$ cat config.mk
export PLATFORM = sky130hd
export DESIGN_NAME = or_tree_page_allocator
export DESIGN_NICKNAME = d
export VERILOG_FILES = /design/src/rtl/otpa_pkg.sv /design/src/rtl/otpa_tree_mem.sv /design/src/rtl/otpa_walker.sv /design/src/rtl/or_tree_page_allocator.sv
export SDC_FILE = /design/constraint.sdc
export NUM_CORES = 2
export LEC_CHECK = 0
export ABC_AREA = 1
export BUFFER_PORTS_ARGS = -buffer_cell sky130_fd_sc_hd__buf_2
export CORE_MARGIN = 5
export CORE_UTILIZATION = 40
export DETAILED_ROUTE_END_ITERATION = 16
export HOLD_SLACK_MARGIN = 0.06
export PLACE_DENSITY = 0.51
export SYNTH_ARGS = -nofsm -noshare
export SYNTH_HDL_FRONTEND = slang
export SYNTH_SLANG_ARGS = --single-unit
$ cat constraint.sdc
create_clock -name clk_i -period 32.8 [get_ports clk_i]
set_clock_uncertainty 0.05 [all_clocks]
set_input_delay 6.56 -clock clk_i [delete_from_list [all_inputs] [get_ports clk_i]]
set_output_delay 6.56 -clock clk_i [all_outputs]
set_load 0.01 [all_outputs]
$ cat src/rtl/otpa_pkg.sv
// otpa_pkg: shared codes, state encoding and result word for the or-tree page allocator
// depends on nothing; used by otpa_walker and or_tree_page_allocator
package otpa_pkg;

  localparam logic KIND_ALLOC = 1'b0;
  localparam logic KIND_FREE  = 1'b1;

  localparam int unsigned PAGE_W = 10;

  typedef enum logic [1:0] {
    STAT_OK    = 2'd0,
    STAT_EMPTY = 2'd1,
    STAT_RANGE = 2'd2
  } otpa_status_e;

  typedef enum logic [4:0] {
    ST_CLEAR  = 5'b00001,
    ST_IDLE   = 5'b00010,
    ST_DOWN   = 5'b00100,
    ST_UP     = 5'b01000,
    ST_FINISH = 5'b10000
  } otpa_state_e;

  typedef struct packed {
    logic [PAGE_W-1:0] page;
    otpa_status_e      status;
  } otpa_result_t;

endpackage

$ cat src/rtl/otpa_tree_mem.sv
// otpa_tree_mem: child-pair memory of the free tree, one entry per inner node
// entry n holds {bit of node 2n+1, bit of node 2n}; registered read, one write port
module otpa_tree_mem #(
  parameter int unsigned LEAF_COUNT = 1024
) (
  input  logic                          clk_i,
  input  logic                          rd_en_i,
  input  logic [$clog2(LEAF_COUNT)-1:0] rd_addr_i,
  output logic [1:0]                    rd_data_o,
  input  logic                          wr_en_i,
  input  logic [$clog2(LEAF_COUNT)-1:0] wr_addr_i,
  input  logic [1:0]                    wr_data_i
);

  logic [1:0] mem_q [LEAF_COUNT];
  logic [1:0] rd_data_q;

  always_ff @(posedge clk_i) begin
    if (wr_en_i) begin
      mem_q[wr_addr_i] <= wr_data_i;
    end
  end

  always_ff @(posedge clk_i) begin
    if (rd_en_i) begin
      rd_data_q <= mem_q[rd_addr_i];
    end
  end

  assign rd_data_o = rd_data_q;

endmodule

$ cat src/rtl/otpa_walker.sv
// otpa_walker: sequencer that walks the tree down for allocate and up for every update
// depends on otpa_pkg; drives the ports of otpa_tree_mem
module otpa_walker #(
  parameter int unsigned LEAF_COUNT = 1024
) (
  input  logic                          clk_i,
  input  logic                          rst_ni,
  input  logic                          in_valid_i,
  output logic                          in_stall_o,
  input  logic                          kind_i,
  input  logic [otpa_pkg::PAGE_W-1:0]   page_number_i,
  output logic                          res_valid_o,
  input  logic                          res_take_i,
  output otpa_pkg::otpa_result_t        res_o,
  output logic                          rd_en_o,
  output logic [$clog2(LEAF_COUNT)-1:0] rd_addr_o,
  input  logic [1:0]                    rd_data_i,
  output logic                          wr_en_o,
  output logic [$clog2(LEAF_COUNT)-1:0] wr_addr_o,
  output logic [1:0]                    wr_data_o
);

  localparam int unsigned AW = $clog2(LEAF_COUNT);
  localparam int unsigned NW = AW + 1;

  otpa_pkg::otpa_state_e state_q, state_d;
  logic [AW-1:0]          cur_q, cur_d;
  logic                   sel_q, sel_d;
  logic                   val_q, val_d;
  logic [AW-1:0]          clr_q, clr_d;
  otpa_pkg::otpa_result_t res_q, res_d;

  logic [AW-1:0] page_aw;
  logic [NW-1:0] free_leaf;
  logic          page_bad;
  logic [NW-1:0] child;
  logic          leaf_hit;
  logic          mod_sel;
  logic          mod_val;
  logic [1:0]    new_pair;

  assign page_aw   = AW'(page_number_i);
  assign free_leaf = NW'(LEAF_COUNT) + NW'(page_aw);
  assign page_bad  = 32'(page_number_i) >= 32'(LEAF_COUNT);

  // prefer the left child when it has a free page
  assign child    = {cur_q, ~rd_data_i[0]};
  assign leaf_hit = child >= NW'(LEAF_COUNT);

  // on the way down the found leaf is cleared, on the way up the carried bit is stored
  assign mod_sel = (state_q == otpa_pkg::ST_DOWN) ? child[0] : sel_q;
  assign mod_val = (state_q == otpa_pkg::ST_DOWN) ? 1'b0 : val_q;

  always_comb begin
    new_pair          = rd_data_i;
    new_pair[mod_sel] = mod_val;
  end

  always_comb begin
    state_d   = state_q;
    cur_d     = cur_q;
    sel_d     = sel_q;
    val_d     = val_q;
    clr_d     = clr_q;
    res_d     = res_q;
    rd_en_o   = 1'b0;
    rd_addr_o = '0;
    wr_en_o   = 1'b0;
    wr_addr_o = '0;
    wr_data_o = '0;

    case (state_q)
      otpa_pkg::ST_CLEAR: begin
        wr_en_o   = 1'b1;
        wr_addr_o = clr_q;
        clr_d     = clr_q + AW'(1);
        if (clr_q == AW'(LEAF_COUNT - 1)) begin
          state_d = otpa_pkg::ST_IDLE;
        end
      end
      otpa_pkg::ST_IDLE: begin
        if (in_valid_i) begin
          res_d.page   = '0;
          res_d.status = otpa_pkg::STAT_OK;
          if (kind_i == otpa_pkg::KIND_FREE) begin
            if (page_bad) begin
              res_d.status = otpa_pkg::STAT_RANGE;
              state_d      = otpa_pkg::ST_FINISH;
            end else begin
              cur_d     = free_leaf[NW-1:1];
              sel_d     = free_leaf[0];
              val_d     = 1'b1;
              rd_en_o   = 1'b1;
              rd_addr_o = free_leaf[NW-1:1];
              state_d   = otpa_pkg::ST_UP;
            end
          end else begin
            cur_d     = AW'(1);
            rd_en_o   = 1'b1;
            rd_addr_o = AW'(1);
            state_d   = otpa_pkg::ST_DOWN;
          end
        end
      end
      otpa_pkg::ST_DOWN, otpa_pkg::ST_UP: begin
        if ((state_q == otpa_pkg::ST_DOWN) && (rd_data_i == 2'b00)) begin
          res_d.status = otpa_pkg::STAT_EMPTY;
          state_d      = otpa_pkg::ST_FINISH;
        end else if ((state_q == otpa_pkg::ST_DOWN) && !leaf_hit) begin
          cur_d     = child[AW-1:0];
          rd_en_o   = 1'b1;
          rd_addr_o = child[AW-1:0];
        end else begin
          if (state_q == otpa_pkg::ST_DOWN) begin
            res_d.page = otpa_pkg::PAGE_W'(child - NW'(LEAF_COUNT));
          end
          wr_en_o   = 1'b1;
          wr_addr_o = cur_q;
          wr_data_o = new_pair;
          if (cur_q == AW'(1)) begin
            state_d = otpa_pkg::ST_FINISH;
          end else begin
            // carry the or of this pair into the parent's entry
            cur_d     = cur_q >> 1;
            sel_d     = cur_q[0];
            val_d     = |new_pair;
            rd_en_o   = 1'b1;
            rd_addr_o = cur_q >> 1;
            state_d   = otpa_pkg::ST_UP;
          end
        end
      end
      otpa_pkg::ST_FINISH: begin
        if (res_take_i) begin
          state_d = otpa_pkg::ST_IDLE;
        end
      end
      default: begin
        state_d = otpa_pkg::ST_CLEAR;
      end
    endcase
  end

  always_ff @(posedge clk_i or negedge rst_ni) begin
    if (!rst_ni) begin
      state_q <= otpa_pkg::ST_CLEAR;
      clr_q   <= '0;
    end else begin
      state_q <= state_d;
      clr_q   <= clr_d;
    end
  end

  always_ff @(posedge clk_i) begin
    cur_q <= cur_d;
    sel_q <= sel_d;
    val_q <= val_d;
    res_q <= res_d;
  end

  assign in_stall_o  = (state_q != otpa_pkg::ST_IDLE);
  assign res_valid_o = (state_q == otpa_pkg::ST_FINISH);
  assign res_o       = res_q;

`ifndef NO_ASSERTIONS
  a_no_same_addr: assert property (@(posedge clk_i) disable iff (!rst_ni)
    (rd_en_o && wr_en_o) |-> (rd_addr_o != wr_addr_o))
    else $error("read and write hit the same entry");

  a_walk_node_nonzero: assert property (@(posedge clk_i) disable iff (!rst_ni)
    ((state_q == otpa_pkg::ST_DOWN) || (state_q == otpa_pkg::ST_UP)) |-> (cur_q != '0))
    else $error("walk reached the unused entry");

  a_fail_page_zero: assert property (@(posedge clk_i) disable iff (!rst_ni)
    (res_valid_o && (res_o.status != otpa_pkg::STAT_OK)) |-> (res_o.page == '0))
    else $error("failed word carries a page");

  a_empty_at_root: assert property (@(posedge clk_i) disable iff (!rst_ni)
    ((state_q == otpa_pkg::ST_DOWN) && (rd_data_i == 2'b00)) |-> (cur_q == AW'(1)))
    else $error("tree lost its or invariant below the root");
`endif

endmodule

$ cat src/rtl/or_tree_page_allocator.sv
// timing: an allocate reads one memory entry per level on the way down from the root, then does one
// read-modify-write per level back up; a free does only the way up, an allocate on an empty pool
// stops at the root read and an out-of-range free goes straight to the result; one word in flight,
// the next accepted only once the walker has handed its result to the output register
// reset: the memory is cleared one entry a cycle with the input stalled,
// then no page is free; a result held in the stalled output register delays the next word
module or_tree_page_allocator #(
  parameter int unsigned LEAF_COUNT = 1024
) (
  input  logic                                clk_i,
  input  logic                                rst_ni,
  input  logic                                in_valid_i,
  output logic                                in_stall_o,
  input  logic                                kind_i,
  input  logic [otpa_pkg::PAGE_W-1:0]         page_number_i,
  output logic                                out_valid_o,
  input  logic                                out_stall_i,
  output logic [otpa_pkg::PAGE_W-1:0]         granted_page_o,
  output logic [1:0]                          status_o
);

  localparam int unsigned AW = $clog2(LEAF_COUNT);

  logic                   res_valid;
  logic                   res_take;
  otpa_pkg::otpa_result_t res;
  logic                   rd_en;
  logic [AW-1:0]          rd_addr;
  logic [1:0]             rd_data;
  logic                   wr_en;
  logic [AW-1:0]          wr_addr;
  logic [1:0]             wr_data;

  logic                   out_valid_q;
  otpa_pkg::otpa_result_t out_q;

  otpa_walker #(
    .LEAF_COUNT(LEAF_COUNT)
  ) u_walker (
    .clk_i        (clk_i),
    .rst_ni       (rst_ni),
    .in_valid_i   (in_valid_i),
    .in_stall_o   (in_stall_o),
    .kind_i       (kind_i),
    .page_number_i(page_number_i),
    .res_valid_o  (res_valid),
    .res_take_i   (res_take),
    .res_o        (res),
    .rd_en_o      (rd_en),
    .rd_addr_o    (rd_addr),
    .rd_data_i    (rd_data),
    .wr_en_o      (wr_en),
    .wr_addr_o    (wr_addr),
    .wr_data_o    (wr_data)
  );

  otpa_tree_mem #(
    .LEAF_COUNT(LEAF_COUNT)
  ) u_mem (
    .clk_i    (clk_i),
    .rd_en_i  (rd_en),
    .rd_addr_i(rd_addr),
    .rd_data_o(rd_data),
    .wr_en_i  (wr_en),
    .wr_addr_i(wr_addr),
    .wr_data_i(wr_data)
  );

  // output word register frees the walker while the consumer stalls
  assign res_take = res_valid && (!out_valid_q || !out_stall_i);

  always_ff @(posedge clk_i or negedge rst_ni) begin
    if (!rst_ni) begin
      out_valid_q <= 1'b0;
    end else if (res_take) begin
      out_valid_q <= 1'b1;
    end else if (!out_stall_i) begin
      out_valid_q <= 1'b0;
    end
  end

  always_ff @(posedge clk_i) begin
    if (res_take) begin
      out_q <= res;
    end
  end

  assign out_valid_o    = out_valid_q;
  assign granted_page_o = out_q.page;
  assign status_o       = out_q.status;

endmodule

Yosys cells after proc, flatten, opt, wreduce, memory -nomap -nowiden:

Memories as Yosys holds them, arrays and structs flattened. A register that Yosys moved wholly into a read port is not among the register bits.
Index checks and enable logic that the tools add are counted.

* bits in registers: 52
* bits in writable memories: 2048
* word-level logic and storage cells: 115
* memories kept: 1

Memories
* u_mem.mem_q: words 1024, bits a word 2, read ports 1, clocked after memory_dff 1, write ports 1, RTL line otpa_tree_mem.sv:15 `logic [1:0] mem_q [LEAF_COUNT];`

* add/sub/neg operators: 3
* order comparisons: 3
* eq/ne operators: 20
* mux-type cells: 60
* bitwise logic cells: 1
* reductions and logical operators: 17

Operator list (count)
* $mux W10: 13
* $pmux W10 S2: 3
* $mux W5: 6
* $pmux W12 S2: 1
* $mux W1: 23
* $pmux W5 S4: 1
* $mux W12: 1
* $add A11 B10 Y11 const A: 1
* $ge A11 B11 Y1 const B: 1
* $add A10 B1 Y10 const B: 1
* $eq A10 B1 Y1 const B: 1
* $eq A10 B10 Y1 const B: 1
* $ne A2 B1 Y1 const B: 5
* $ne A2 B2 Y1 const B: 5
* $sub A10 B1 Y10 const B: 1
* $mux W9: 1
* $mux W2: 4
* $pmux W1 S2: 4
* $reduce_and A4 Y1: 2
* $ne A3 B2 Y1 const B: 2
* $reduce_and A6 Y1: 1
* $eq A5 B1 Y1 const B: 1
* $eq A5 B2 Y1 const B: 1
* $eq A5 B3 Y1 const B: 1
* 17 further kinds: 23

Longest topological paths before layout:

* depth after elaboration: 12
* mapped depth: 22
* gate-level depth less buffers: 20

Cells and area by module:

From an unflattened synthesis, not the netlist that was laid out.

* cell total of the unflattened synthesis: 8299
* area total of the unflattened synthesis: 89697.3 um2

By module, submodules not included
* otpa_tree_mem: instances 1, cells an instance 7976, area each 86973.4 um2, seq. area each 61559.0 um2
* otpa_walker: instances 1, cells an instance 306, area each 2318.5 um2, seq. area each 1067.3 um2
* or_tree_page_allocator: instances 1, cells an instance 17, area each 405.4 um2, seq. area each 385.4 um2

Worst setup path before layout:

Ideal clock, no wire load.

* path type: reg-to-reg
* start point: register u_walker.state_q[1]
* end point: memory u_mem.mem_q[0][1] (data pin)
* library setup time: 4953 ps
* arrival: 24780 ps
* data required time: 27797 ps
* setup slack: 3018 ps
* stages on the path, launching flop included: 10
* buffers on the path: 0
* period minus slack after synthesis: 29782 ps
* cell sequence: dfrtp_1 nor2_2 nand2_1 clkinv_1 o21ai_4 nor2_8 inv_2 nor2_2 inv_2 nor2_1

* cells in the longest elaborated chain, start to end: 10

RTL lines
* start, declared: RTL line otpa_walker.sv:26 `otpa_pkg::otpa_state_e state_q, state_d;`
* start signal, assigned: RTL line otpa_walker.sv:146 `state_q <= otpa_pkg::ST_CLEAR;`
* start signal, assigned: RTL line otpa_walker.sv:149 `state_q <= state_d;`
* $eq A5 B3 Y1
* $mux W1: RTL line otpa_walker.sv:51 `assign mod_sel = (state_q == otpa_pkg::ST_DOWN) ? child[0] : sel_q;`
* $lt A1 B2 Y1 (implied by the code) or $ge A1 B1 Y1 (tied branches): RTL line otpa_walker.sv:56 `new_pair[mod_sel] = mod_val;`
* $logic_and A1 B1 Y1 (implied by the code): RTL line otpa_walker.sv:56
* $mux W1 (implied by the code): RTL line otpa_walker.sv:56
* $demux W1 S1
* $bwmux W2: RTL line otpa_walker.sv:56
* $mux W2: RTL line otpa_walker.sv:109 `end else if ((state_q == otpa_pkg::ST_DOWN) && !leaf_hit) begin`
* $mux W2: RTL line otpa_walker.sv:106 `if ((state_q == otpa_pkg::ST_DOWN) && (rd_data_i == 2'b00)) begin`
* $mux W2 *: RTL line otpa_walker.sv:72 `case (state_q)`
* net u_mem.wr_data_i[1]: RTL line otpa_tree_mem.sv:12 `input logic [1:0] wr_data_i`
* end, declared: RTL line otpa_tree_mem.sv:15

Mark *: on every way through the listed nets, which the timed path passes. The rest lies on a longest branch.

Final worst setup path:

* start point: input kind_i
* end point: register u_mem.rd_data_q[0] (netlist: u_mem.rd_data_o[0]), read port of u_mem.mem_q (data pin)

* cells in the longest elaborated chain, start to end: 3

RTL lines
* start, declared: RTL line or_tree_page_allocator.sv:14 `input logic kind_i,`
* $mux W10: RTL line otpa_walker.sv:85 `if (kind_i == otpa_pkg::KIND_FREE) begin`
* $mux W10: RTL line otpa_walker.sv:82 `if (in_valid_i) begin`
* $pmux W10 S2: RTL line otpa_walker.sv:72
* end, declared: RTL line otpa_tree_mem.sv:16 `logic [1:0] rd_data_q;`

No other way between the ends.
A chain may end at the register's enable or synchronous reset.

==> summary.txt <==
element type at the critical path end - flop
endpoints failing hold - 0
cell count after placement - 12000
die height - 498 µm
max-slew violation total from the final report - 0
commonest non-fill, non-tap cell in the layout - edfxtp_1
startpoint types - input pin
maximum number of pins on one net before global-route repair - 221
Post-CTS Resized - 0
die width - 498 µm
area growth from synthesis to layout - 10.2%
I/O pin count - 29
first-pass GRT wire length - 432000 µm
sequential share of the synthesized area - 66.2%
maxcap violations - 0
distinct cell type count after synthesis - 44
main flop type after synthesis - edfxtp_1
initial antenna violation count - 14
max frequency - 81.6 MHz
outcome - finished clean
Mapped Cells - 9294
Worst-path clk slew - 0.06 ns
final period utilization - 37.4%
Core ar. - 237000 µm²
fraction of layout cells with a size suffix above 1 - 6.06%
die area - 248000 µm²
Peak VDD IR - 0.0475 mV
grt ovf - 0
Worst EP arrival - 12.81 ns
Req. time, crit path - 33.36 ns
Global Route Usage Sum - 23.3%
# H-tree levels - 4
Pwr Total - 0.00536 W
clock latency on the worst-skew pair - 0.86 ns
# setup viols final - 0
RSZ-0062 raised after global routing - no
min-delay worst type - reg2reg
DRT iter0 DRCs - 6474
Synth Cell Area - 95200 µm²
DR DRC count - 0
Synth async-reset ratio - 0.762%
Clock Tree Root - clkbuf_16
post-layout min period - 12.25 ns
final wirelength - 296000 µm
synthesized flop and latch total - 2100
maximum root-to-sink buffer count - 3
antenna-violating nets left - 0
Setup TNS Final - 0 ns
Avg WL per Cell - 23.9 µm
gpl congestion - 0.816
Clock Sinks - 2100
CTS tree - yes
Post-synth EDFFs - 2084
type of the worst setup path - in2reg
Port-buffer cells - 27
most frequent cells in the layout - edfxtp_1, nand3_1, nand2_1
Mapped Nets - 9310
Post-CTS Setup Inserts - 0
number of CTS-inserted buffers - 224
Slew HR - 15.2%
number of global-route vias before repair - 65100
worst slew pin tran - 1.27 ns
Via-to-Cell Ratio - 5.37
HPWL Detailed - 151000 µm
via count - 66500
cts hold-fix bufs - 0
final cell count without fillers - 12400
Syn Area/Cell - 10.2 µm²
critical path peak fanout - 109
Cell Pwr Density - 51.1 nW/µm²
DRT Pass-1 Iters - 5
Yosys warning count - 0
initial core utilization - 40.1%
Final nets - 9029
Rows - 179
Leakage - 39.6 nW
-- final timing paths --
path	to	slack [ns]	cells after the start	start
max reg2reg	u_mem.rd_data_o[0]	25.20	22	u_walker.state_q[1]
min	granted_page_o[9]	0.37	0	u_walker.res_o[11]
max in group asynchronous	u_walker.state_q[0]	26.79	1	rst_ni
max	u_mem.rd_data_o[0]	20.55	20	kind_i
min in group asynchronous	u_walker.clr_q[6]	5.58	1	rst_ni
min reg2reg	granted_page_o[9]	0.37	0	u_walker.res_o[11]
-- report_power, final --
part | switching, W | internal [W]
sequential | 0.00000000000000000000229 | 0.00290
combinational | 0.00000209 | 0.00000102
clock | 0.00106 | 0.00139
total | 0.00106 | 0.00430
-- cells by family (layout without fill, tap and decap cells) --
group | Yosys count | after routing | share of synthesized area [%]
xor+xnor | 9 | 9 | 0.0828
fa+ha+maj | 1 | 1 | 0.0131
flops | 2100 | 2100 | 66.2
compound gates | 320 | 320 | 2.48
buf+inv | 1980 | 1897 | 8.28
simple gates | 4883 | 4883 | 23.0
other cells | 1 | 4 | 0.00394
-- routing by layer --
metal  share of wire, %  track usage (%)  vias up
li1                   -                -    30600
met1                 43             31.5    33200
met2                 47             39.5     2222
met3                6.4             3.14      431
met4                3.2             6.92        0
met5                  0                0        -
-- critical path, stage by stage --
cell and delay [ns]:
buf_2 0.14, inv_1 0.09, or2_2 0.14, nand3_4 0.52, nand2_8 0.73, buf_4 0.78
buf_4 0.91, buf_4 0.79, buf_4 0.64, nand2_1 0.11, o211ai_1 0.11, nand3_1 0.10
nand3_1 0.12, nand3_1 0.12, nand3_1 0.11, nand3_1 0.12, nand3_1 0.12, nand3_1 0.15
nand3_1 0.16, nand2_1 0.06
-- cell type report --
type	count	area, µm²
fill	22900	132000
sequential	2100	63000
multi-input combinational	5214	24700
clock buffer	271	5870
inverter	1300	4910
tap	3167	3960
timing repair buffer	173	1330
clock inverter	153	1180
antenna	3	7.51
-- stage by stage --
| step | hold WS (ns) | util [%] | instance area, µm² | setup slack [ns] |
|---|---|---|---|---|
| after floorplan | 0.350 | - | 95200 | 3.02 |
| after global placement | 0.354 | 41.2 | 97900 | 19.82 |
| after detailed placement | 0.355 | 41.2 | 97900 | 19.74 |
| after CTS | 0.368 | 44.2 | 105000 | 20.67 |
| after global routing | 0.381 | 44.2 | 105000 | 20.08 |
| final | 0.366 | 44.2 | 105000 | 20.55 |
-- cells in the mapped netlist, types with 6 or more instances --
cell	instances	area (µm²)
edfxtp_1	2084	62600
nand2_1	1733	6500
nand3_1	1707	8540
inv_1	1292	4850
nor2_1	1074	4030
nand3b_1	333	2500
buf_2	323	1620
o211ai_1	274	2060
clkbuf_1	272	1020
buf_1	74	278
o21ai_0	19	95.1
dfrtp_1	15	375
buf_4	11	82.6
o22ai_1	9	56.3
xor2_1	9	78.8
nor2_2	6	37.5
-- state kept, by name (all words and copies together), names as in the netlist --
name and cells:
u_walker.state_q 5, u_mem.rd_data_o 2, u_walker.sel_q 1, u_mem.mem_q 2048, out_valid_o 1, granted_page_o 10, status_o 1, u_walker.val_q 1
u_walker.cur_q 10, u_walker.clr_q 10, u_walker.res_o 11
(Power assumes the default switching activity.)
